===== config.mk =====
export PLATFORM = sky130hd
export DESIGN_NAME = pidd_cfg
export DESIGN_NICKNAME = d
export VERILOG_FILES = /design/src/rtl/pidd_pkg.sv /design/src/rtl/pidd_cfg.sv
export SDC_FILE = /design/constraint.sdc
export NUM_CORES = 1
export LEC_CHECK = 0
export ABC_AREA = 1
export BUFFER_PORTS_ARGS = -buffer_cell sky130_fd_sc_hd__buf_2
export CAP_MARGIN = 20
export CORE_MARGIN = 2
export CORE_UTILIZATION = 25
export DETAILED_ROUTE_END_ITERATION = 8
export PLACE_DENSITY = 0.55
export SLEW_MARGIN = 20
export SYNTH_ARGS = -nofsm -noshare
export SYNTH_HDL_FRONTEND = slang
export SYNTH_SLANG_ARGS = --single-unit

===== constraint.sdc =====
create_clock -name clk -period 1.5 [get_ports clk]
set_clock_uncertainty 0.1 [all_clocks]
set_input_delay 0 -clock clk [delete_from_list [all_inputs] [get_ports clk]]
set_output_delay 0 -clock clk [all_outputs]
set_load 0.005 [all_outputs]

===== src/rtl/pidd_pkg.sv =====
// ----------------------------------------------------------------------------
// PID incomplete derivative package
// Shared widths, constants, command and status types and the saturating
// arithmetic helpers of the PID controller with filtered derivative.
// ----------------------------------------------------------------------------
package pidd_pkg;

    localparam int DATA_WIDTH   = 32;
    localparam int FRAC_BITS    = 16;
    localparam int GAIN_WIDTH   = DATA_WIDTH - 1;
    localparam int BLEND_WIDTH  = 17;
    localparam int BLEND_SHIFT  = 16;
    localparam int BLEND_ONE    = 1 << BLEND_SHIFT;
    localparam int MODE_WIDTH   = 2;
    localparam int PROD_W       = 2 * DATA_WIDTH;
    localparam int SUM_W        = DATA_WIDTH + 3;
    localparam int WRAP_W       = DATA_WIDTH + 6;
    localparam int WRAP_STEPS   = 10;
    localparam int STEP_W       = $clog2(WRAP_STEPS);
    localparam int APB_DW       = 32;
    localparam int APB_AW       = 5;
    localparam int CFG_IDX_W    = 3;

    localparam int    SCALE_003 = ((3 << FRAC_BITS) + 50) / 100;
    localparam longint HALF_TURN = longint'(180) << FRAC_BITS;
    localparam longint FULL_TURN = longint'(360) << FRAC_BITS;

    localparam logic [WRAP_W-1:0] FULL_WRAP = WRAP_W'(FULL_TURN);
    localparam logic [WRAP_W-1:0] HALF_WRAP = WRAP_W'(HALF_TURN);
    localparam logic [WRAP_W-1:0] WRAP_BIAS = HALF_WRAP + (FULL_WRAP << (WRAP_STEPS - 1));

    typedef logic signed [DATA_WIDTH-1:0] data_t;
    typedef logic [GAIN_WIDTH-1:0]        gain_t;
    typedef logic [BLEND_WIDTH-1:0]       blend_t;
    typedef logic [MODE_WIDTH-1:0]        mode_t;
    typedef logic signed [PROD_W-1:0]     prod_t;
    typedef logic signed [SUM_W-1:0]      wide_t;

    localparam data_t DMAX = {1'b0, {(DATA_WIDTH-1){1'b1}}};
    localparam data_t DMIN = {1'b1, {(DATA_WIDTH-1){1'b0}}};

    localparam mode_t MODE_PLAIN    = 2'd0;
    localparam mode_t MODE_POSITION = 2'd1;
    localparam mode_t MODE_ANGLE    = 2'd2;

    localparam logic CMD_STEP  = 1'b0;
    localparam logic CMD_CLEAR = 1'b1;

    localparam logic [CFG_IDX_W-1:0] REG_GAIN_P    = 3'd0;
    localparam logic [CFG_IDX_W-1:0] REG_GAIN_I    = 3'd1;
    localparam logic [CFG_IDX_W-1:0] REG_GAIN_D    = 3'd2;
    localparam logic [CFG_IDX_W-1:0] REG_BLEND     = 3'd3;
    localparam logic [CFG_IDX_W-1:0] REG_INT_LIMIT = 3'd4;
    localparam logic [CFG_IDX_W-1:0] REG_LOOP_MODE = 3'd5;

    typedef struct packed {
        gain_t  gain_p;
        gain_t  gain_i;
        gain_t  gain_d;
        blend_t blend_factor;
        gain_t  integral_limit;
        mode_t  loop_mode;
    } cfg_t;

    typedef enum logic [2:0] {
        MUL_OFFSET,
        MUL_P,
        MUL_I,
        MUL_DNEW,
        MUL_DOLD,
        MUL_D
    } mul_sel_t;

    typedef enum logic [3:0] {
        ST_IDLE,
        ST_MUL_OFF,
        ST_ERR,
        ST_WRAP,
        ST_WRAP_DONE,
        ST_ACC,
        ST_MUL_I,
        ST_MUL_DN,
        ST_MUL_DO,
        ST_BLEND,
        ST_MUL_D,
        ST_DTERM,
        ST_SUM
    } state_t;

    typedef struct packed {
        logic              load;
        logic              clear;
        mul_sel_t          mul_sel;
        logic              wr_err;
        logic              wrap_step;
        logic [STEP_W-1:0] wrap_k;
        logic              wrap_done;
        logic              wr_acc;
        logic              wr_p;
        logic              wr_i;
        logic              wr_ba;
        logic              wr_blend;
        logic              wr_d;
        logic              wr_out;
    } ctrl_cmd_t;

    typedef struct packed {
        logic angle;
        logic out_busy;
    } dp_status_t;

    function automatic wide_t ext_wide(input data_t x);
        return {{(SUM_W-DATA_WIDTH){x[DATA_WIDTH-1]}}, x};
    endfunction

    function automatic data_t sat_wide(input wide_t x);
        logic [SUM_W-DATA_WIDTH:0] hi;
        hi = x[SUM_W-1:DATA_WIDTH-1];
        if ((&hi) || !(|hi)) begin
            return x[DATA_WIDTH-1:0];
        end
        return x[SUM_W-1] ? DMIN : DMAX;
    endfunction

    // Floor of the product scaled down, saturated to the data width.
    function automatic data_t shift_sat(input prod_t p, input logic blend);
        prod_t                          s;
        logic [PROD_W-DATA_WIDTH:0]     hi;
        s  = blend ? (p >>> BLEND_SHIFT) : (p >>> FRAC_BITS);
        hi = s[PROD_W-1:DATA_WIDTH-1];
        if ((&hi) || !(|hi)) begin
            return s[DATA_WIDTH-1:0];
        end
        return s[PROD_W-1] ? DMIN : DMAX;
    endfunction

endpackage


===== src/rtl/pidd_cfg.sv =====
// ----------------------------------------------------------------------------
// PID incomplete derivative register file
// APB-style configuration registers for gains, blend, limit and loop mode.
// ----------------------------------------------------------------------------
module pidd_cfg (
    input  logic                         clk,
    input  logic                         rst_n,
    input  logic                         psel,
    input  logic                         penable,
    input  logic                         pwrite,
    input  logic [pidd_pkg::APB_AW-1:0]  paddr,
    input  logic [pidd_pkg::APB_DW-1:0]  pwdata,
    output logic [pidd_pkg::APB_DW-1:0]  prdata,
    output logic                         pready,
    output pidd_pkg::cfg_t               cfg
);
    import pidd_pkg::*;

    gain_t                gain_p_reg;
    gain_t                gain_i_reg;
    gain_t                gain_d_reg;
    blend_t               blend_reg;
    gain_t                limit_reg;
    mode_t                mode_reg;
    logic [CFG_IDX_W-1:0] index;
    logic                 wr_en;

    assign index  = paddr[APB_AW-1:2];
    assign wr_en  = psel && penable && pwrite;
    assign pready = 1'b1;

    always_ff @(posedge clk or negedge rst_n)
    begin
        if (!rst_n)
        begin
            gain_p_reg <= '0;
            gain_i_reg <= '0;
            gain_d_reg <= '0;
            blend_reg  <= BLEND_WIDTH'(BLEND_ONE / 2);
            limit_reg  <= '1;
            mode_reg   <= MODE_PLAIN;
        end
        else if (wr_en)
        begin
            unique case (index)
                REG_GAIN_P:    gain_p_reg <= pwdata[GAIN_WIDTH-1:0];
                REG_GAIN_I:    gain_i_reg <= pwdata[GAIN_WIDTH-1:0];
                REG_GAIN_D:    gain_d_reg <= pwdata[GAIN_WIDTH-1:0];
                REG_BLEND:     blend_reg  <= pwdata[BLEND_WIDTH-1:0];
                REG_INT_LIMIT: limit_reg  <= pwdata[GAIN_WIDTH-1:0];
                REG_LOOP_MODE: mode_reg   <= pwdata[MODE_WIDTH-1:0];
                default:       ;
            endcase
        end
    end

    always_comb
    begin
        unique case (index)
            REG_GAIN_P:    prdata = APB_DW'(gain_p_reg);
            REG_GAIN_I:    prdata = APB_DW'(gain_i_reg);
            REG_GAIN_D:    prdata = APB_DW'(gain_d_reg);
            REG_BLEND:     prdata = APB_DW'(blend_reg);
            REG_INT_LIMIT: prdata = APB_DW'(limit_reg);
            REG_LOOP_MODE: prdata = APB_DW'(mode_reg);
            default:       prdata = '0;
        endcase
    end

    assign cfg.gain_p         = gain_p_reg;
    assign cfg.gain_i         = gain_i_reg;
    assign cfg.gain_d         = gain_d_reg;
    assign cfg.blend_factor   = blend_reg;
    assign cfg.integral_limit = limit_reg;
    assign cfg.loop_mode      = mode_reg;

endmodule


==> flow_summary.json <==
{
  "multi_input_area_sq_mm": 0.00269,
  "synth_seq_cells": 143,
  "seq_area_frac_synth_pct": 52.9,
  "placementRows": 60,
  "cts-buffers-inserted": 17,
  "dp_hpwl_mm": 18.1,
  "final_cells": 1475,
  "synth_area_per_cell_sq_um": 7.88,
  "clk_latency_ns": 0.41,
  "final-seq-area_sq_mm": 0.00362,
  "setup_violations": 0,
  "cp.required_ns": 1.40,
  "die_w_um": 169,
  "slew_headroom_pct": 58.2,
  "die_h_um": 169,
  "reg2reg_slack_ns": 0.55,
  "grt_max_degree": 44,
  "hold_path.class": "in2reg",
  "first_pass_iters": 6,
  "tightestPinTransition_ns": 0.626,
  "leakage_nw": 5.03,
  "drv_cap": 0,
  "period_minus_slack_ns": 1.45,
  "vias": 6858,
  "root_buffer": "clkbuf_16",
  "timing.rr.start": "limit_reg[5]",
  "syn_nets": 911,
  "tritoncts": "done",
  "p_per_area_mw_per_mm2": 1300,
  "portBuffers": 212,
  "hold_viol": 0,
  "ios": 218,
  "finalSetupTns_ns": 0,
  "syn2layout_area_growth_pct": 40.4,
  "antenna_found_initial": 0,
  "gr-total-overflow": 0,
  "die_area_sq_mm": 0.0287,
  "endpoint_kind": "output port",
  "drt_iter0_drc": 413,
  "post_drt_via_cell_ratio": 4.65,
  "grt_pass1_vias": 6711,
  "status": "finished, final reports clean",
  "wl_mm": 26.2,
  "critPathMaxFanout": 3,
  "synth_cells": 869,
  "critPathCapture": "prdata[3]",
  "yosysUniqueCellTypes": 21,
  "ir_drop_v": 0.000589,
  "start_util_pct": 25.4,
  "drive_gt1_share_pct": 31.1,
  "worstPathCellList": "nand3_1, o21ai_1, inv_1, nand2_1, buf_2",
  "max_stage_delay_ns": 0.54,
  "startpoint": "limit_reg[3]",
  "syn_area_sq_mm": 0.00684,
  "drv_slew": 0,
  "route.detailed.drc": 0,
  "r2r-end": "limit_reg[5]",
  "wl_per_cell_um": 17.8,
  "worstPathArrival_ns": 1.35,
  "worst-path-stages": 5,
  "rsz0062_at_grt": "yes",
  "utilization_pct": 35.7,
  "gp_congestion": 0.806,
  "p_total_mw": 12.5,
  "ant_nets": 0,
  "r2r_cells": 2,
  "crit_type": "reg2out",
  "max-clock-path-buffers": 2,
  "crit_path_start_kind": "flip-flop",
  "core_region_area_sq_mm": 0.0270,
  "h-tree-depth": 4,
  "placed_cells": 1407,
  "grt_first_pass_wirelength_mm": 40.0,
  "cp_top_family": "flip-flops",
  "yosys_warnings": 0,
  "finalNetCount": 1163,
  "slowest_stage": "dfstp_2",
  "path_buf_inv": 2,
  "grtUsageTotal_pct": 18.5,
  "clk_pin_slew_ns": 0.06,
  "cts.sinks": 143,
  "layout_common_cells": "263 x nand2_1, 210 x buf_2, 112 x o21ai_0",
  "fmax_mhz": 690,
  "layout_commonest_cell": "nand2_1",
  "num-fill-cells": 2783,
  "diodes": 0,
  "post-route-period-util_pct": 96.6
}
synthesized netlist by cell type:
| master | count | area [sq um] |
|---|---|---|
| nand2_2 | 2 | 12.5 |
| nor2_1 | 38 | 143 |
| nand2_1 | 265 | 995 |
| buf_4 | 3 | 22.5 |
| a21oi_1 | 1 | 5.00 |
| conb_1 | 2 | 7.51 |
| nand4_1 | 39 | 244 |
| nand3_2 | 2 | 20.0 |
| o21ai_1 | 33 | 165 |
| dfrtp_1 | 111 | 2780 |
| buf_6 | 3 | 33.8 |
| inv_2 | 2 | 7.51 |
| nor2_4 | 2 | 22.5 |
| o21ai_0 | 120 | 601 |
| nor2_2 | 3 | 18.8 |
| nand3_1 | 78 | 390 |
| buf_2 | 31 | 155 |
| dfstp_2 | 32 | 841 |
| clkbuf_1 | 23 | 86.3 |
| buf_1 | 2 | 7.51 |
| inv_1 | 77 | 289 |
tightest hold or removal path, cell delays in order:
cell and delay (ns):
buf_2 0.15, nand3_2 0.13, nor2_4 0.05, buf_4 0.13, nand2_1 0.05, nand2_1 0.04
worst min path at each step:
stage / start / end / depth (start not counted)
final: paddr[2] / blend_reg[1] / 6
after floorplan: rst_n / blend_reg[0] / 0
after global routing: paddr[2] / blend_reg[1] / 6
after detailed placement: rst_n / gain_d_reg[2] / 1
after global placement: rst_n / gain_i_reg[3] / 1
after CTS: paddr[2] / blend_reg[1] / 6
per-stage QoR:
| step | hold WS [ns] | instance area [sq um] | setup slack [ns] |
|---|---|---|---|
| after floorplan | -0.396 | 6840 | 0.440 |
| after CTS | 0.0601 | 9540 | 0.0130 |
| after detailed placement | -0.127 | 8570 | 0.179 |
| final | 0.0792 | 9610 | 0.0512 |
| after global placement | -0.128 | 8570 | 0.183 |
| after global routing | 0.101 | 9610 | -0.0157 |
kinds of logic (layout without fill, tap and decap cells):
kind of cell	after synthesis	after routing	share of synthesized area (%)
buf+inv	141	406	8.79
simple gates	429	429	27.0
other cells	2	2	0.110
flops	143	143	52.9
compound gates	154	154	11.3
report_power, final:
part           internal, mW  leakage [nW]  switching, mW
registers              4.72          1.75          0.607
logic                  1.15          2.97           1.39
clock network          2.81         0.300           1.81
cell type report:
class | instances | area share [%]
inverters | 79 | 3.09
well taps | 341 | 4.44
clock inverters | 15 | 2.17
repair buffers | 295 | 20.2
flip-flops and latches | 143 | 37.7
multi-input cells | 585 | 28.0
clock buffers | 17 | 4.43
layer usage:
layer | track usage (%) | vias to the layer above | wire [um]
met3 | 2.52 | 34 | 957
met1 | 25.0 | 3309 | 12200
met5 | 0 | - | 0
met4 | 6.87 | 0 | 600
li1 | - | 3321 | -
met2 | 30.1 | 194 | 12500
timing repair:
item / 4_1_cts / 5_1_grt
endpoints found under the hold margin: 270 / 0
buffers inserted: 1 / 2
pin swaps: 0 / 5
hold buffers: 33 / 0
setup endpoints to repair: 1 / 12
gates resized for setup: 0 / 22
(Power assumes the default switching activity.)
