`src/rtl/pidd_pkg.sv`:
```
// ----------------------------------------------------------------------------
// PID incomplete derivative package
// Shared widths, constants, command and status types and the saturating
// arithmetic helpers of the PID controller with filtered derivative.
// ----------------------------------------------------------------------------
package pidd_pkg;

    localparam int DATA_WIDTH   = 32;
    localparam int FRAC_BITS    = 16;
    localparam int GAIN_WIDTH   = DATA_WIDTH - 1;
    localparam int BLEND_WIDTH  = 17;
    localparam int BLEND_SHIFT  = 16;
    localparam int BLEND_ONE    = 1 << BLEND_SHIFT;
    localparam int MODE_WIDTH   = 2;
    localparam int PROD_W       = 2 * DATA_WIDTH;
    localparam int SUM_W        = DATA_WIDTH + 3;
    localparam int WRAP_W       = DATA_WIDTH + 6;
    localparam int WRAP_STEPS   = 10;
    localparam int STEP_W       = $clog2(WRAP_STEPS);
    localparam int APB_DW       = 32;
    localparam int APB_AW       = 5;
    localparam int CFG_IDX_W    = 3;

    localparam int    SCALE_003 = ((3 << FRAC_BITS) + 50) / 100;
    localparam longint HALF_TURN = longint'(180) << FRAC_BITS;
    localparam longint FULL_TURN = longint'(360) << FRAC_BITS;

    localparam logic [WRAP_W-1:0] FULL_WRAP = WRAP_W'(FULL_TURN);
    localparam logic [WRAP_W-1:0] HALF_WRAP = WRAP_W'(HALF_TURN);
    localparam logic [WRAP_W-1:0] WRAP_BIAS = HALF_WRAP + (FULL_WRAP << (WRAP_STEPS - 1));

    typedef logic signed [DATA_WIDTH-1:0] data_t;
    typedef logic [GAIN_WIDTH-1:0]        gain_t;
    typedef logic [BLEND_WIDTH-1:0]       blend_t;
    typedef logic [MODE_WIDTH-1:0]        mode_t;
    typedef logic signed [PROD_W-1:0]     prod_t;
    typedef logic signed [SUM_W-1:0]      wide_t;

    localparam data_t DMAX = {1'b0, {(DATA_WIDTH-1){1'b1}}};
    localparam data_t DMIN = {1'b1, {(DATA_WIDTH-1){1'b0}}};

    localparam mode_t MODE_PLAIN    = 2'd0;
    localparam mode_t MODE_POSITION = 2'd1;
    localparam mode_t MODE_ANGLE    = 2'd2;

    localparam logic CMD_STEP  = 1'b0;
    localparam logic CMD_CLEAR = 1'b1;

    localparam logic [CFG_IDX_W-1:0] REG_GAIN_P    = 3'd0;
    localparam logic [CFG_IDX_W-1:0] REG_GAIN_I    = 3'd1;
    localparam logic [CFG_IDX_W-1:0] REG_GAIN_D    = 3'd2;
    localparam logic [CFG_IDX_W-1:0] REG_BLEND     = 3'd3;
    localparam logic [CFG_IDX_W-1:0] REG_INT_LIMIT = 3'd4;
    localparam logic [CFG_IDX_W-1:0] REG_LOOP_MODE = 3'd5;

    typedef struct packed {
        gain_t  gain_p;
        gain_t  gain_i;
        gain_t  gain_d;
        blend_t blend_factor;
        gain_t  integral_limit;
        mode_t  loop_mode;
    } cfg_t;

    typedef enum logic [2:0] {
        MUL_OFFSET,
        MUL_P,
        MUL_I,
        MUL_DNEW,
        MUL_DOLD,
        MUL_D
    } mul_sel_t;

    typedef enum logic [3:0] {
        ST_IDLE,
        ST_MUL_OFF,
        ST_ERR,
        ST_WRAP,
        ST_WRAP_DONE,
        ST_ACC,
        ST_MUL_I,
        ST_MUL_DN,
        ST_MUL_DO,
        ST_BLEND,
        ST_MUL_D,
        ST_DTERM,
        ST_SUM
    } state_t;

    typedef struct packed {
        logic              load;
        logic              clear;
        mul_sel_t          mul_sel;
        logic              wr_err;
        logic              wrap_step;
        logic [STEP_W-1:0] wrap_k;
        logic              wrap_done;
        logic              wr_acc;
        logic              wr_p;
        logic              wr_i;
        logic              wr_ba;
        logic              wr_blend;
        logic              wr_d;
        logic              wr_out;
    } ctrl_cmd_t;

    typedef struct packed {
        logic angle;
        logic out_busy;
    } dp_status_t;

    function automatic wide_t ext_wide(input data_t x);
        return {{(SUM_W-DATA_WIDTH){x[DATA_WIDTH-1]}}, x};
    endfunction

    function automatic data_t sat_wide(input wide_t x);
        logic [SUM_W-DATA_WIDTH:0] hi;
        hi = x[SUM_W-1:DATA_WIDTH-1];
        if ((&hi) || !(|hi)) begin
            return x[DATA_WIDTH-1:0];
        end
        return x[SUM_W-1] ? DMIN : DMAX;
    endfunction

    // Floor of the product scaled down, saturated to the data width.
    function automatic data_t shift_sat(input prod_t p, input logic blend);
        prod_t                          s;
        logic [PROD_W-DATA_WIDTH:0]     hi;
        s  = blend ? (p >>> BLEND_SHIFT) : (p >>> FRAC_BITS);
        hi = s[PROD_W-1:DATA_WIDTH-1];
        if ((&hi) || !(|hi)) begin
            return s[DATA_WIDTH-1:0];
        end
        return s[PROD_W-1] ? DMIN : DMAX;
    endfunction

endpackage

```
`src/rtl/pidd_ctrl.sv`:
```
// ----------------------------------------------------------------------------
// PID incomplete derivative controller
// Sequences the shared multiplier, the angle wrap loop and the result write.
// ----------------------------------------------------------------------------
module pidd_ctrl (
    input  logic                   clk,
    input  logic                   rst_n,
    input  logic                   in_valid,
    input  logic                   in_cmd,
    output logic                   in_ready,
    input  pidd_pkg::dp_status_t   sts,
    output pidd_pkg::ctrl_cmd_t    ctl
);
    import pidd_pkg::*;

    state_t            state_reg;
    state_t            state_next;
    logic [STEP_W-1:0] cnt_reg;
    logic [STEP_W-1:0] cnt_next;

    always_ff @(posedge clk or negedge rst_n)
    begin
        if (!rst_n)
        begin
            state_reg <= ST_IDLE;
            cnt_reg   <= '0;
        end
        else
        begin
            state_reg <= state_next;
            cnt_reg   <= cnt_next;
        end
    end

    always_comb
    begin
        state_next  = state_reg;
        cnt_next    = cnt_reg;
        ctl         = '0;
        ctl.mul_sel = MUL_OFFSET;
        ctl.wrap_k  = cnt_reg;
        in_ready    = 1'b0;
        unique case (state_reg)
            ST_IDLE:
            begin
                in_ready = 1'b1;
                if (in_valid)
                begin
                    if (in_cmd == CMD_CLEAR)
                    begin
                        ctl.clear = 1'b1;
                    end
                    else
                    begin
                        ctl.load   = 1'b1;
                        state_next = ST_MUL_OFF;
                    end
                end
            end
            ST_MUL_OFF:
            begin
                ctl.mul_sel = MUL_OFFSET;
                state_next  = ST_ERR;
            end
            ST_ERR:
            begin
                ctl.wr_err = 1'b1;
                if (sts.angle)
                begin
                    cnt_next   = STEP_W'(WRAP_STEPS - 1);
                    state_next = ST_WRAP;
                end
                else
                begin
                    state_next = ST_ACC;
                end
            end
            ST_WRAP:
            begin
                ctl.wrap_step = 1'b1;
                if (cnt_reg == '0)
                begin
                    state_next = ST_WRAP_DONE;
                end
                else
                begin
                    cnt_next = cnt_reg - 1'b1;
                end
            end
            ST_WRAP_DONE:
            begin
                ctl.wrap_done = 1'b1;
                state_next    = ST_ACC;
            end
            ST_ACC:
            begin
                ctl.wr_acc  = 1'b1;
                ctl.mul_sel = MUL_P;
                state_next  = ST_MUL_I;
            end
            ST_MUL_I:
            begin
                ctl.wr_p    = 1'b1;
                ctl.mul_sel = MUL_I;
                state_next  = ST_MUL_DN;
            end
            ST_MUL_DN:
            begin
                ctl.wr_i    = 1'b1;
                ctl.mul_sel = MUL_DNEW;
                state_next  = ST_MUL_DO;
            end
            ST_MUL_DO:
            begin
                ctl.wr_ba   = 1'b1;
                ctl.mul_sel = MUL_DOLD;
                state_next  = ST_BLEND;
            end
            ST_BLEND:
            begin
                ctl.wr_blend = 1'b1;
                state_next   = ST_MUL_D;
            end
            ST_MUL_D:
            begin
                ctl.mul_sel = MUL_D;
                state_next  = ST_DTERM;
            end
            ST_DTERM:
            begin
                ctl.wr_d   = 1'b1;
                state_next = ST_SUM;
            end
            ST_SUM:
            begin
                if (!sts.out_busy)
                begin
                    ctl.wr_out = 1'b1;
                    state_next = ST_IDLE;
                end
            end
            default:
            begin
                state_next = ST_IDLE;
            end
        endcase
    end

endmodule

```
`config.mk`:
```
export PLATFORM = sky130hd
export DESIGN_NAME = pidd_ctrl
export DESIGN_NICKNAME = d
export VERILOG_FILES = /design/src/rtl/pidd_pkg.sv /design/src/rtl/pidd_ctrl.sv
export SDC_FILE = /design/constraint.sdc
export NUM_CORES = 1
export LEC_CHECK = 0
export BUFFER_PORTS_ARGS = -buffer_cell sky130_fd_sc_hd__buf_2
export CORE_MARGIN = 10
export CORE_UTILIZATION = 45
export CTS_CLUSTER_SIZE = 30
export DETAILED_ROUTE_END_ITERATION = 8
export PLACE_DENSITY = 0.76
export SYNTH_ARGS = -nofsm -noshare
export SYNTH_HDL_FRONTEND = slang
export SYNTH_SLANG_ARGS = --single-unit
```
`constraint.sdc`:
```
create_clock -name clk -period 1.52 [get_ports clk]
set_input_delay 0.152 -clock clk [delete_from_list [all_inputs] [get_ports clk]]
set_output_delay 0.152 -clock clk [all_outputs]
set_load 0.1 [all_outputs]
```
==> results of run 1 <==
cell families after synthesis:
group                      share of synthesized area
AOI/OAI and AO/OA                              0.165
adders and majority gates                     0.0411
buffers and inverters                         0.0741
DFF                                            0.329
muxes                                         0.0494
and+or+nand+nor                                0.342
through the flow:
stage | instance area (µm²) | worst slack, ns | std cells
floorplan | 833 | -0.819 | 78
global placement | 1270 | 0.0345 | 126
==> impl_metrics.ini, run 1 <==
[die]
die_h_um = 56.8
fp-row-count = 13
io_pins = 26
die_x_um = 56.8
start_util = 0.473

[yosys]
synth_most_common_cell = nor2_1
synth_cell_types = 27
yosysTopAreaCellShare = 0.329
yosys.area.top_type = dfrtp_1
synth.ff_latch_count = 8
syn_area_per_cell_um2 = 7.80
synthesis.area_um2 = 608
ys_warn_count = 0
synth_area_leaders = dfrtp_1 33%, nor2_1 6.2%, a21oi_1 5.8%
synth_ff_type = dfrtp_1
synthArstFlopShare = 1.00
synthCells = 78
syn-num-nets = 86
synth_edf_count = 0
synthTopCellsByCount = 10 x nor2_1, 8 x dfrtp_1, 8 x nand2_1
yosysSeqAreaShare = 0.329

[placement]
place_hpwl_mm = 2.75
numPortBuffers = 25
gp_congestion = 0.913

[status]
failing_step = detailed placement
first-error = [ERROR DPL-0033] detailed placement checks failed during check placement.
outcome = aborted with a tool error
==> run 2: changes to the inputs <==
CORE_AREA = 10 10 71 73   (was default)
CORE_MARGIN = default   (was 10)
CORE_UTILIZATION = default   (was 45)
CTS_CLUSTER_SIZE = default   (was 30)
DIE_AREA = 0 0 81 83   (was default)
PLACE_DENSITY = default   (was 0.76)
PLACE_DENSITY_LB_ADDON = 0.15   (was default)
==> impl_metrics.ini, run 2 <==
[critical_path]
cp-start-kind = flop
reg2reg_to = cnt_reg[1]$_DFFE_PN0P_
reg2regPathDepth = 7
end_kind = primary output
required_ns = 1.37
critPathArrivalTime_ns = 1.44
crit_type = reg -> out
crit_fanout = 6
rrSetupSlack_ns = 0
regToRegStartpoint = cnt_reg[0]$_DFFE_PN0P_

[clocking]
htreeDepth = 1
clock_latency_ns = 0.23
clk_path_buf_depth = 2
cts_tree = built
cts.sinks = 8
clkSlewWorstSetupHoldPaths_ns = 0.05
numCtsBuffers = 3
root_buffer = clkbuf_8

[detailed_routing]
postRouteWirelength_mm = 2.37
vias_per_cell = 4.27
drt_iter0_drc = 25
first_pass_iters = 4
drtAntennaViolNets = 0
num_vias = 785
wl_per_cell_um = 12.9
drc_errors = 0

[yosys]
syn-num-nets = 86
synth_most_common_cell = nor2_1
synthArstFlopShare = 1.00
yosys.area.top_type = dfrtp_1
syn_area_per_cell_um2 = 7.80
synth_edf_count = 0
ys_warn_count = 0
synth_area_leaders = dfrtp_1 33%, nor2_1 6.2%, a21oi_1 5.8%
synthesis.area_um2 = 608
synth_ff_type = dfrtp_1
yosysSeqAreaShare = 0.329
synthCells = 78
synth_cell_types = 27
yosysTopAreaCellShare = 0.329
synth.ff_latch_count = 8
synthTopCellsByCount = 10 x nor2_1, 8 x dfrtp_1, 8 x nand2_1

[worst_hold_path]
worstHoldPathType = in -> reg
whs_endpoint = state_reg[2]$_DFFE_PN0P_
min_path_cells = 2
min_from = sts[0]

[finish]
drive_gt1_frac = 0.750
final_cell_mix = 22 x buf_4, 17 x buf_12, 9 x buf_2, 7 x nor2_4, 7 x buf_6
nets = 145
final_common_cell = buf_4
diodes = 0
final_util = 0.452
final_cell_count_no_fill = 184
syn2layout_area_growth_pct = 170

[die]
start_util = 0.167
io_pins = 26
dieArea_um2 = 6720
die_x_um = 81
die_h_um = 83
fp-row-count = 22
core_region_area_um2 = 3630

[global_route]
grt_max_degree = 9
grt_pass1_wl_mm = 3.95
grt_most_used_layer = met2
grt_pass1_vias = 801
grt.overflow.total = 0
grt_util_met2 = 0.115
antenna_found_initial = 0
met3_usage = 0.0280
grt_usage = 0.0716
grtUsageMet1 = 0.0852

[placement]
gp_congestion = 0.839
dp_slack_ns = 0.00157
numPortBuffers = 25
place_hpwl_mm = 1.82
dp_cells = 162

[timing]
setup_violations = 6
timing.fmax_mhz = 629
final.setup.worst_slack_ns = -0.0697
rsz0062_at_grt = true
maxSlewViolCount = 0
relSlewSlack = 0.673
clock_skew_ns = 0.000643
fin_crit_sh = 1.05
worstMarginPinSlew_ns = 0.494
hold_viol = 0
fin_crit_ns = 1.59

[status]
outcome = complete, but fails checks
failed_checks = setup timing

[flow_run]
cap_violations = 0
## run 2: area by class of cell
type	instances	area [µm²]
Fill cell	363	1990
Timing Repair Buffer	58	669
Multi-Input combinational cell	59	604
Sequential cell	8	215
Tap cell	48	60.1
Inverter	7	47.5
Clock buffer	4	45.0
## run 2: worst max-delay path by stage
stage / to / slack (ns) / from / cells past startpoint
global placement: state_reg[2]$_DFFE_PN0P_ / 0.04 / cnt_reg[0]$_DFFE_PN0P_ / 6
finish: ctl[18] / -0.07 / state_reg[1]$_DFFE_PN0P_ / 3
floorplan: ctl[18] / -0.82 / state_reg[3]$_DFFE_PN0P_ / 2
CTS: ctl[18] / -0.07 / state_reg[3]$_DFFE_PN0P_ / 3
global route: ctl[17] / -0.14 / state_reg[0]$_DFFE_PN0P_ / 4
detailed placement: state_reg[2]$_DFFE_PN0P_ / 0.002 / cnt_reg[0]$_DFFE_PN0P_ / 6
## run 2: cells by family (layout without fill, tap and decap cells)
family / after synthesis / after routing / synth area share
adder cells (fa/ha/maj): 2 / 2 / 0.0411
multiplexers: 3 / 3 / 0.0494
AO/OA/AOI/OAI: 16 / 16 / 0.165
buffers and inverters: 11 / 69 / 0.0741
AND/OR/NAND/NOR: 38 / 38 / 0.342
flip-flops: 8 / 8 / 0.329
## run 2: through the flow
stage / setup TNS, ns / hold slack (ns) / cell area [µm²]
final: -0.200 / 0.231 / 1640
after global routing: -0.878 / 0.237 / 1640
after CTS: -0.173 / 0.230 / 1470
after detailed placement: 0 / 0.0157 / 1330
after global placement: 0 / 0.0152 / 1330
after floorplan: -4.88 / -0.144 / 833
## run 2: repair_timing
action | 4_1_cts | 5_1_grt
hold buffers | 1 | 0
setup buffers | 5 | 12
resized for setup | 11 | 19
endpoints found under the hold margin | 8 | 0
endpoints found under the setup margin | 15 | 17
pin swaps | 6 | 12
## run 2: critical path: stages, from the launching register on
cell and delay, ns:
dfrtp_2 0.47, nor4_4 0.32, and3b_4 0.25, buf_12 0.17
## run 2: layer usage
layer,routed length (µm),vias to the layer above
met5,0,-
met4,11,0
met3,110,2
met2,1200,18
met1,1050,371
li1,-,394
Power of run 2 is left out: the tool's default activity adds up to more than one toggle a clock period on the data nets, which glitch-free logic cannot reach.
==> run 3: changes to the inputs <==
ABC_AREA = 1   (was default)
==> impl_metrics.ini, run 3 <==
[status]
outcome = finished clean

[worst_hold_path]
whs_endpoint = cnt_reg[3]$_DFFE_PN0P_
min_path_cells = 4
worstHoldPathType = in -> reg
min_from = sts[1]

[detailed_routing]
first_pass_iters = 2
num_vias = 691
drtAntennaViolNets = 0
wl_per_cell_um = 10.8
drt_iter0_drc = 33
drc_errors = 0
vias_per_cell = 3.86
postRouteWirelength_mm = 1.93

[finish]
drive_gt1_frac = 0.565
nFillCells = 381
final_common_cell = buf_12
nets = 140
design_area_um2 = 1260
diodes = 0
seq_area_um2 = 214
final_cell_mix = 16 x buf_12, 15 x nand2_1, 13 x inv_1, 9 x nor2_2, 9 x buf_2
final_util = 0.348
multi_input_area_um2 = 445
syn2layout_area_growth_pct = 108

[clocking]
cts_tree = built
htreeDepth = 1
cts.sinks = 8
numCtsBuffers = 3
clock_latency_ns = 0.23
clkSlewWorstSetupHoldPaths_ns = 0.04
root_buffer = clkbuf_8
clk_path_buf_depth = 2

[yosys]
syn_area_per_cell_um2 = 6.53
synth_most_common_cell = nor2_1
yosys.area.top_type = dfrtp_1
synthesis.area_um2 = 607
synth.ff_latch_count = 8
synthCells = 93
yosysSeqAreaShare = 0.330
synth_top_family_by_area = simple AND/OR/NAND/NOR gates
synth_edf_count = 0
synthAdderAreaFrac = 0.0412
synthTopCellsByCount = 22 x nor2_1, 19 x nand2_1, 17 x inv_1
synth_cell_types = 19
synth_compound_area_frac = 0.0784
ys_warn_count = 0
yosysTopAreaCellShare = 0.330
synth_ff_type = dfrtp_1
synthMuxAreaShare = 0
yosys.area_share.xor_xnor = 0.0144
synth-simple-area-share = 0.431
syn-num-nets = 101
synthArstFlopShare = 1.00
synth_area_leaders = dfrtp_1 33%, nor2_1 14%, nand2_1 12%

[global_route]
grt_max_degree = 9
grt_pass1_wl_mm = 3.07
antenna_found_initial = 0
grt.overflow.total = 0
grt_pass1_vias = 653
grt_usage = 0.0569

[critical_path]
end_kind = primary output
critPathArrivalTime_ns = 1.33
cp-start-kind = flop
regToRegStartpoint = state_reg[0]$_DFFE_PN0P_
cpLargestDelayFamily = buffers and inverters
reg2regPathDepth = 6
crit_type = reg -> out
rrSetupSlack_ns = 0.20
required_ns = 1.37
critPathMaxStageDelay_ns = 0.40
reg2reg_to = cnt_reg[1]$_DFFE_PN0P_
crit_buf_inv = 3
crit_fanout = 5
crit_chain = inv_2, nand2_2, buf_4, nor2_2, buf_12
slowest_stage = dfrtp_1

[die]
dieArea_um2 = 6720
die_x_um = 81
fp-row-count = 22
core_region_area_um2 = 3630
io_pins = 26
die_h_um = 83
start_util = 0.167

[placement]
gp_congestion = 0.793
place_area_um2 = 1160
place_hpwl_mm = 1.65
numPortBuffers = 25

[timing]
setup_violations = 0
maxSlewViolCount = 0
hold_viol = 0
relSlewSlack = 0.677
worstMarginPinSlew_ns = 0.488
fin_crit_ns = 1.48
timing.hold.ws_ns = 0.256
clock_skew_ns = 0.00533
fin_crit_sh = 0.977
tns_ns = 0
timing.fmax_mhz = 674
rsz0062_at_grt = true

[flow_run]
cap_violations = 0
[run 3: cell count changes in the layout (fill, tap and decap cells not counted), sizes merged, moves of 3 or more]
cell    before  now
nand2        9   22
nor2        10   23
inv          6   17
nor3         6    1
nor4         3    0
nand3        1    8
nand2b       3    0
mux2i        3    0
a21oi        7    0
buf         57   33
[run 3: how the worst max path moves through the flow]
stage                                  start  endpoint  slack [ns]  depth (start not counted)
detailed placement  state_reg[0]$_DFFE_PN0P_    ctl[0]        0.19                          4
finish              state_reg[3]$_DFFE_PN0P_    ctl[6]        0.04                          5
global placement    state_reg[0]$_DFFE_PN0P_    ctl[3]        0.19                          4
CTS                 state_reg[0]$_DFFE_PN0P_    ctl[6]        0.02                          5
global route        state_reg[0]$_DFFE_PN0P_    ctl[6]       -0.03                          5
floorplan           state_reg[0]$_DFFE_PN0P_    ctl[3]       -0.25                          3
[run 3: timing repair]
item | CTS | global route
setup buffers | 0 | 2
endpoints found under the hold margin | 8 | 0
gates resized for setup | 4 | 12
pin swaps | 0 | 4
endpoints found under the setup margin | 9 | 10
hold buffers | 1 | 0
[run 3: worst register-to-register path, delay by kind of cell, from the launching register on]
kind                   cells  cell delay (ns)
AND/OR/NAND/NOR            4             0.64
AO/OA/AOI/OAI              1             0.06
buffers and inverters      1             0.14
flip-flops                 1             0.42
[run 3: area by class of cell]
| type | instances | area share |
|---|---|---|
| Tap cell | 48 | 0.0475 |
| Sequential cell | 8 | 0.169 |
| Inverter | 17 | 0.0505 |
| Multi-Input combinational cell | 68 | 0.352 |
| Clock buffer | 4 | 0.0356 |
| Timing Repair Buffer | 34 | 0.345 |
[run 3: metrics by stage]
| stage | worst slack, ns | std cells |
|---|---|---|
| final | 0.0353 | 179 |
| after global routing | -0.0278 | 179 |
| after CTS | 0.0180 | 177 |
| after detailed placement | 0.193 | 172 |
| after global placement | 0.186 | 172 |
| after floorplan | -0.251 | 93 |
[run 3: kinds of logic (layout without fill, tap and decap cells)]
family,Yosys count,in the layout
buffers and inverters,17,55
adder cells (fa/ha/maj),2,2
XOR/XNOR,1,1
flip-flops,8,8
AND/OR/NAND/NOR,58,58
AO/OA/AOI/OAI,7,7
[run 3: metal layers]
layer | vias up | routed length (µm) | GRT usage
li1 | 367 | - | -
met2 | 14 | 1010 | 0.0944
met3 | 4 | 85 | 0.0194
met1 | 306 | 794 | 0.0617
met5 | - | 0 | 0
met4 | 0 | 30 | 0.0282
Power of run 3 is left out for the same reason.
==> run 4: changes to the inputs <==
clock period = 1.7 ns   (was 1.52 ns; I/O delays follow)
==> impl_metrics.ini, run 4 (synthesis gave the netlist of run 3 again) <==
[critical_path]
cp-start-kind = flop
critPathArrivalTime_ns = 1.44
end_kind = primary output
reg2reg_to = cnt_reg[1]$_DFFE_PN0P_
slowest_stage = dfrtp_1
crit_chain = inv_1, nand2_1, o22ai_2, buf_12
rrSetupSlack_ns = 0.37
crit_fanout = 8
crit_type = reg -> out
reg2regPathDepth = 6
critPathMaxStageDelay_ns = 0.39
regToRegStartpoint = state_reg[2]$_DFFE_PN0P_
startpoint = state_reg[3]$_DFFE_PN0P_
required_ns = 1.53
cp-endpoint = ctl[14]

[timing]
setup_violations = 0
clock_skew_ns = 0.00738
maxSlewViolCount = 0
fin_crit_sh = 0.945
timing.fmax_mhz = 622
worstMarginPinSlew_ns = 0.496
final.setup.worst_slack_ns = 0.0934
relSlewSlack = 0.671
hold_viol = 0
rsz0062_at_grt = false
fin_crit_ns = 1.61

[die]
fp-row-count = 22
die_x_um = 81
die_h_um = 83
start_util = 0.167
core_region_area_um2 = 3630
dieArea_um2 = 6720
io_pins = 26

[global_route]
grt_pass1_vias = 681
grt_usage = 0.0616
grt_max_degree = 9
antenna_found_initial = 0
grt.overflow.total = 0
grt_pass1_wl_mm = 3.28

[status]
outcome = finished clean

[placement]
gp_congestion = 0.740
place_hpwl_mm = 1.60
numPortBuffers = 25
dp_slack_ns = 0.330

[detailed_routing]
drt_iter0_drc = 27
wl_per_cell_um = 10.9
drc_errors = 0
first_pass_iters = 4
postRouteWirelength_mm = 1.88
drtAntennaViolNets = 0
vias_per_cell = 3.88
num_vias = 672

[clocking]
numCtsBuffers = 3
clk_path_buf_depth = 2
cts_tree = built
root_buffer = clkbuf_8
clkSlewWorstSetupHoldPaths_ns = 0.04
cts.sinks = 8
clock_latency_ns = 0.23
htreeDepth = 1

[finish]
diodes = 0
nets = 134
drive_gt1_frac = 0.400
syn2layout_area_growth_pct = 88.9
final_common_cell = nand2_1
final_cell_mix = 19 x nand2_1, 17 x inv_1, 16 x buf_12, 13 x nor2_1, 9 x buf_2
nFillCells = 410

[flow_run]
cap_violations = 0

[worst_hold_path]
worstHoldPathType = in -> reg
## run 4: changes by cell type in the layout (fill, tap and decap cells not counted), sizes merged
cell,before,now
buf,33,27
## run 4: per-stage QoR
stage / hold slack, ns / cells / utilization / TNS (ns) / area, µm²
floorplan: -0.126 / 93 / - / -1.99 / 649
global placement: 0.0306 / 168 / 0.300 / 0 / 1090
detailed placement: 0.0286 / 168 / 0.300 / 0 / 1090
CTS: 0.276 / 173 / 0.315 / 0 / 1140
global route: 0.293 / 173 / 0.315 / 0 / 1150
finish: 0.271 / 173 / 0.315 / 0 / 1150
## run 4: layout make-up
type                       count  area (µm²)  share of cell area
timing repair buffer          28         390               0.341
tap                           48        60.1              0.0524
sequential                     8         205               0.179
clock buffer                   4        45.0              0.0393
inverter                      17        63.8              0.0557
multi-input combinational     68         382               0.333
## run 4: routing by layer
layer | global-route usage | up-vias | part of all wire
met5 | 0 | - | 0
met4 | 0.0423 | 0 | 0.018
met3 | 0.0119 | 2 | 0.021
met2 | 0.107 | 5 | 0.57
met1 | 0.0636 | 313 | 0.39
li1 | - | 352 | -
## run 4: worst max-delay path, delay by kind of cell (launching register included)
family	cells	cell delay, ns
compound gates	1	0.27
buf+inv	2	0.31
flops	1	0.39
simple gates	1	0.24
## run 4: worst min-delay path by stage
stage | slack, ns | end | depth (start not counted) | start
after CTS | 0.28 | cnt_reg[3]$_DFFE_PN0P_ | 4 | sts[1]
after floorplan | -0.13 | cnt_reg[0]$_DFFE_PN0P_ | 0 | rst_n
after detailed placement | 0.03 | cnt_reg[3]$_DFFE_PN0P_ | 1 | rst_n
final | 0.27 | state_reg[3]$_DFFE_PN0P_ | 3 | sts[0]
after global placement | 0.03 | cnt_reg[3]$_DFFE_PN0P_ | 1 | rst_n
after global routing | 0.29 | state_reg[3]$_DFFE_PN0P_ | 3 | sts[0]
## run 4: timing repair
item                                    CTS  global route
endpoints found under the setup margin    0             2
gates resized for setup                   0             1
setup buffers                             0             0
hold buffers                              1             0
endpoints found under the hold margin     8             0
Power of run 4 is left out for the same reason.
